**src/rtl/mvw_pkg.sv**
```systemverilog
`timescale 1ns / 1ps
// ----------------------------------------------------------------------------
// mvw_pkg
// Shared types and fixed constants of the multi-voice wavetable oscillator.
// ----------------------------------------------------------------------------
package mvw_pkg;

    // field widths fixed by the beat format
    localparam int CMD_W   = 3;
    localparam int VOICE_W = 2;
    localparam int VALUE_W = 16;
    localparam int TAB_AW  = 10;
    localparam int TAB_DW  = 16;
    localparam int CMP_W   = 16;
    localparam int LOUD_W  = 7;
    localparam int SHIFT_W = 3;

    // volume to attenuation mapping
    localparam logic [LOUD_W-1:0] LOUD_MAX   = 7'd127;
    localparam int                LOUD_SHIFT = 4;

    // results of one tick are capped at this count
    localparam int RESULT_LIMIT = 3;

    // command codes
    typedef enum logic [CMD_W-1:0] {
        CMD_ENABLE  = 3'd0,
        CMD_DISABLE = 3'd1,
        CMD_WAVE    = 3'd2,
        CMD_NOTE    = 3'd3,
        CMD_VOLUME  = 3'd4,
        CMD_FREQ    = 3'd5,
        CMD_TICK    = 3'd6,
        CMD_TABLE   = 3'd7
    } t_cmd;

    // operations that reach the memory stage
    typedef enum logic [1:0] {
        OP_TICK    = 2'd0,
        OP_NOTE_ON = 2'd1,
        OP_STEP    = 2'd2,
        OP_TABLE   = 2'd3
    } t_op;

endpackage

```
**src/rtl/mvw_step_mod.sv**
```systemverilog
`timescale 1ns / 1ps
// ----------------------------------------------------------------------------
// mvw_step_mod
// Three-stage pipeline that reduces a frequency step modulo PHASE_MAX by
// reciprocal multiplication, product back-multiplication and one correction.
// ----------------------------------------------------------------------------
module mvw_step_mod
    import mvw_pkg::*;
#(
    parameter int PHASE_MAX = 1023
) (
    input  logic                           i_clk,
    input  logic                           i_en,
    input  logic [VALUE_W-1:0]             i_value,
    output logic [$clog2(PHASE_MAX)-1:0]   o_residue
);

    localparam int PH_W = $clog2(PHASE_MAX + 1);
    localparam int SR_W = $clog2(PHASE_MAX);
    // ceiling of 2^32 / PHASE_MAX gives an exact quotient for 16-bit values
    localparam longint unsigned RECIP = ((64'd1 << 32) + PHASE_MAX - 1) / PHASE_MAX;
    localparam int R_W  = $clog2(RECIP + 1);
    localparam int P1_W = VALUE_W + R_W;
    localparam int Q_W  = P1_W - 32;
    localparam int P2_W = Q_W + PH_W;
    localparam int D_W  = VALUE_W + 1;

    logic [P1_W-1:0]    r_prod1;
    logic [VALUE_W-1:0] r_val1;
    logic [P2_W-1:0]    r_prod2;
    logic [VALUE_W-1:0] r_val2;
    logic [SR_W-1:0]    r_res;

    logic [P1_W-1:0]    n_prod1;
    logic [Q_W-1:0]     quot;
    logic [P2_W-1:0]    n_prod2;
    logic [D_W-1:0]     diff;
    logic [SR_W-1:0]    n_res;

    // quotient estimate
    assign n_prod1 = P1_W'(i_value) * P1_W'(RECIP);
    assign quot    = r_prod1[P1_W-1:32];

    // quotient times modulus
    assign n_prod2 = P2_W'(quot) * P2_W'(PHASE_MAX);

    // remainder with one correction step
    always_comb begin
        diff = D_W'(r_val2) - D_W'(r_prod2);
        if (diff >= D_W'(PHASE_MAX)) begin
            diff = diff - D_W'(PHASE_MAX);
        end
        n_res = SR_W'(diff);
    end

    always_ff @(posedge i_clk) begin
        if (i_en) begin
            r_prod1 <= n_prod1;
            r_val1  <= i_value;
            r_prod2 <= n_prod2;
            r_val2  <= r_val1;
            r_res   <= n_res;
        end
    end

    assign o_residue = r_res;

endmodule

```
**config.mk**
```make
export PLATFORM = sky130hd
export DESIGN_NAME = mvw_step_mod
export DESIGN_NICKNAME = d
export VERILOG_FILES = /design/src/rtl/mvw_pkg.sv /design/src/rtl/mvw_step_mod.sv
export SDC_FILE = /design/constraint.sdc
export NUM_CORES = 1
export LEC_CHECK = 0
export ABC_AREA = 1
export ABC_CLOCK_PERIOD_IN_PS = 4250
export BUFFER_PORTS_ARGS = -buffer_cell sky130_fd_sc_hd__buf_2
export CAP_MARGIN = 30
export CORE_ASPECT_RATIO = 1.75
export CORE_MARGIN = 8
export CORE_UTILIZATION = 40
export DETAILED_ROUTE_END_ITERATION = 6
export MAX_ROUTING_LAYER = met4
export PLACE_DENSITY_LB_ADDON = 0.12
export REMOVE_ABC_BUFFERS = 1
export SLEW_MARGIN = 20
export SYNTH_ARGS = -nofsm -noshare
export SYNTH_HDL_FRONTEND = slang
export SYNTH_SLANG_ARGS = --single-unit
```
**constraint.sdc**
```tcl
create_clock -name i_clk -period 4.25 [get_ports i_clk]
set_input_delay 0.85 -clock i_clk [delete_from_list [all_inputs] [get_ports i_clk]]
set_output_delay 0.85 -clock i_clk [all_outputs]
set_load 0.005 [all_outputs]
```
==> flow_summary.toml <==
[global_route]
grt-ovfl-total = 0
antenna_found_initial = 0
gr-usage-all-layers_pct = 17.53
grt_pass1_vias = 5998
global_route_wire_length_before_repair_mm = 28.77
grt_max_degree = 40

[floorplan]
std_cell_rows = 64
dieArea_um2 = 22450
initial_utilization_pct = 40.69
coreArea_um2 = 17460
i_o_pin_total = 28
dieHeight_um = 192.3
die_width_um = 116.7

[synth]
fraction_of_synthesized_area_in_multiplexers_pct = 0
cell_area_synth_um2 = 7103
netlist_instances = 821
post_synth_num_cell_types = 38
yosys_warnings = 0
yosysSeqAreaShare_pct = 27.90
ys_ff_latch = 66
synth_fa_ha_area_share_pct = 32.83
largest_family_of_logic_cells_by_synthesized_area = "adder cells"
synthXorXnorAreaFrac_pct = 3.206
synthesis.area_per_instance_um2 = 8.652
basic_gate_share_of_the_synthesized_area_counting_and_or_nand_and_nor_cells_pct = 22.25
synth_compound_gate_area_share_pct = 5.196

[cts]
cts_tree = "yes"
cts.clk_slew.worst_paths_ns = 0.06
h-tree-depth = 3
cts_buffer_depth = 2
tritoncts_num_sinks = 66
clkLatencyLatePin_ns = 0.34
hold_buffers = 0
numCtsBuffers = 9
ctsRootBufferMaster = "clkbuf_16"

[route]
initialDrtViolationCount = 227
initial_drt_pass_iterations = 4
route.detailed.vias_per_inst = 5.050
wirelength_mm = 17.85
ant_nets = 0
drc = 0
post_drt_wl_per_cell_um = 15.88
num_vias = 5676

[timing]
timing.clock.skew_ns = 0.01200
hold_ws_ns = 0.4104
finalHoldViolCount = 0
max_transition_viols_final = 0
report.final.setup_viol = 0
post-route-min-period_ns = 4.105
max_slew_margin_pct = 55.34
final_min_period_over_clock_period_pct = 96.58
worst-slew-pin-transition_ns = 0.6699
maxClockFrequency_ghz = 0.2436

[critical_path]
critical-path-top-cell-by-count = "fa_1"
crit_path_max_incr_delay_ns = 0.67
critical-path-top-delay-family = "adder cells"
cpMaxStageDelayCell = "fa_2"
crit_buf_inv = 3
crit_type = "reg -> reg"
data_arrival_time_of_the_worst_path_ns = 4.19
worst-endpoint-required_ns = 4.34
critPathCaptureType = "flop"
worstPathMaxFanout = 5
startpoint_type = "flop"
timing.critical_path.cells = "fa_2 -> fa_1 -> inv_2 -> fa_1 -> fa_1 -> inv_1 -> ha_4 -> a21o_1 -> a31oi_2 -> o21ai_2 -> nand3_1 -> nand2_1 -> xor2_1 -> buf_4"

[place]
numPortBuffers = 27
post-dp-hpwl_mm = 15.20
detailed_place.area_um2 = 7726
globalplace.congestion = 0.9343

[power]
total_leakage_power_uw = 0.004237
peak_supply_drop_mv = 0.3566
power.density_cell_area_nw_per_um2 = 722.6

[final_layout]
diodes_inserted = 0
layout_nets = 1075
drive_above_1_share_pct = 16.01
finish.instance_area_um2 = 8160
flow.area_growth_from_synthesis_pct = 14.88
finalCoreUtilization_pct = 46.75

[status]
result_of_the_run = "finished clean"

[worst_hold_path]
hold_path.class = "reg -> reg"

[job]
maxCapViolations = 0
-- registers in the layout (all words and copies together), names as in the netlist --
register and cells:
o_residue 10, r_prod1 9, r_prod2 17, r_val1 14, r_val2 16
-- cell usage in the layout, fill, tap and decap left out, types with 8 or more instances in the layout --
cell,Yosys,final
clkbuf_16,0,9
edfxtp_1,66,66
xnor2_1,8,8
ha_1,140,133
nand2_1,185,185
buf_2,0,27
nand3_1,45,43
inv_1,150,147
o21ai_0,12,10
a21oi_1,37,33
nor2_1,29,29
fa_1,29,23
buf_4,0,32
nand4_1,25,25
xor2_1,18,17
nor3_1,9,9
nand2_2,19,19
-- power by group --
part           switching, µW  internal [µW]  total, µW
clock                    283            452        735
sequential              55.7           1010       1070
combinational           2420           1680       4100
-- per-stage QoR --
step,power [µW],instances,setup slack (ns),TNS (ns)
2_1_floorplan,3592,818,0.07109,0
3_3_place_gp,4735,1107,-0.08937,-0.1194
3_5_place_dp,4815,1107,-0.1739,-0.4510
4_1_cts,5601,1123,-0.01425,-0.01425
5_1_grt,6451,1124,-0.01687,-0.02913
6_report,5897,1124,0.1453,0
-- path summary, 6_finish.rpt --
kind / startpoint / endpoint / slack [ns] / cells past startpoint
max: r_prod1[35] / r_prod2[12] / 0.15 / 14
min: r_val1[5] / r_val2[5] / 0.41 / 0
max reg2reg: r_prod1[35] / r_prod2[12] / 0.15 / 14
min reg2reg: r_val1[5] / r_val2[5] / 0.41 / 0
-- what timing repair did --
item / in CTS / in global routing
pin swaps: 0 / 12
gates cloned: 0 / 0
buffers inserted: 0 / 1
gates resized for setup: 2 / 28
endpoints found under the setup margin: 7 / 8
-- metal layers --
metal  GRT usage [%]  vias to the layer above  part of all wire (%)
li1                -                     2853                     -
met1           14.25                     2680                    33
met5               -                        -                     0
met2           35.71                       89                    59
met4           10.35                        0                   6.4
met3           1.755                       54                   1.9
-- synth_stat cells --
cell	instances	area (µm²)
nand2_1	185	694.4
inv_1	150	563.0
ha_1	140	1752
edfxtp_1	66	1982
nand3_1	45	225.2
a21oi_1	37	185.2
fa_1	29	580.6
nor2_1	29	108.9
nand4_1	25	156.4
nand2_2	19	118.9
xor2_1	18	157.7
o21ai_0	12	60.06
nor3_1	9	45.04
xnor2_1	8	70.07
nor2_2	6	37.54
a21o_1	4	30.03
a31oi_1	4	25.02
inv_2	4	15.01
buf_6	3	33.78
nand3b_1	3	22.52
o21a_1	3	22.52
a21boi_0	2	15.01
nand2_4	2	22.52
nand3_2	2	20.02
nor2_8	2	40.04
or2_2	2	12.51
a21oi_2	1	8.760
a22oi_1	1	7.510
and2_0	1	6.260
and2_1	1	6.260
and3_1	1	6.260
nand3_4	1	17.52
nand4_2	1	12.51
nor2_4	1	11.26
nor3_2	1	10.01
nor4_1	1	6.260
o211ai_1	1	7.510
o21bai_1	1	7.510
-- cell type report --
type | count | area [µm²]
Fill cell | 1810 | 9296
Multi-Input combinational cell | 598 | 4641
Sequential cell | 66 | 1982
Inverter | 154 | 578.1
Timing Repair Buffer | 59 | 375.4
Tap cell | 231 | 289.0
Clock buffer | 9 | 225.2
Clock inverter | 7 | 70.07
-- cell families after synthesis --
logic type | after synthesis
adder cells (fa/ha/maj) | 169
flip-flops | 66
AND/OR/NAND/NOR | 337
XOR/XNOR | 26
AO/OA/AOI/OAI | 66
buffers and inverters | 157
No activity file was read; power rests on OpenSTA's default activity.
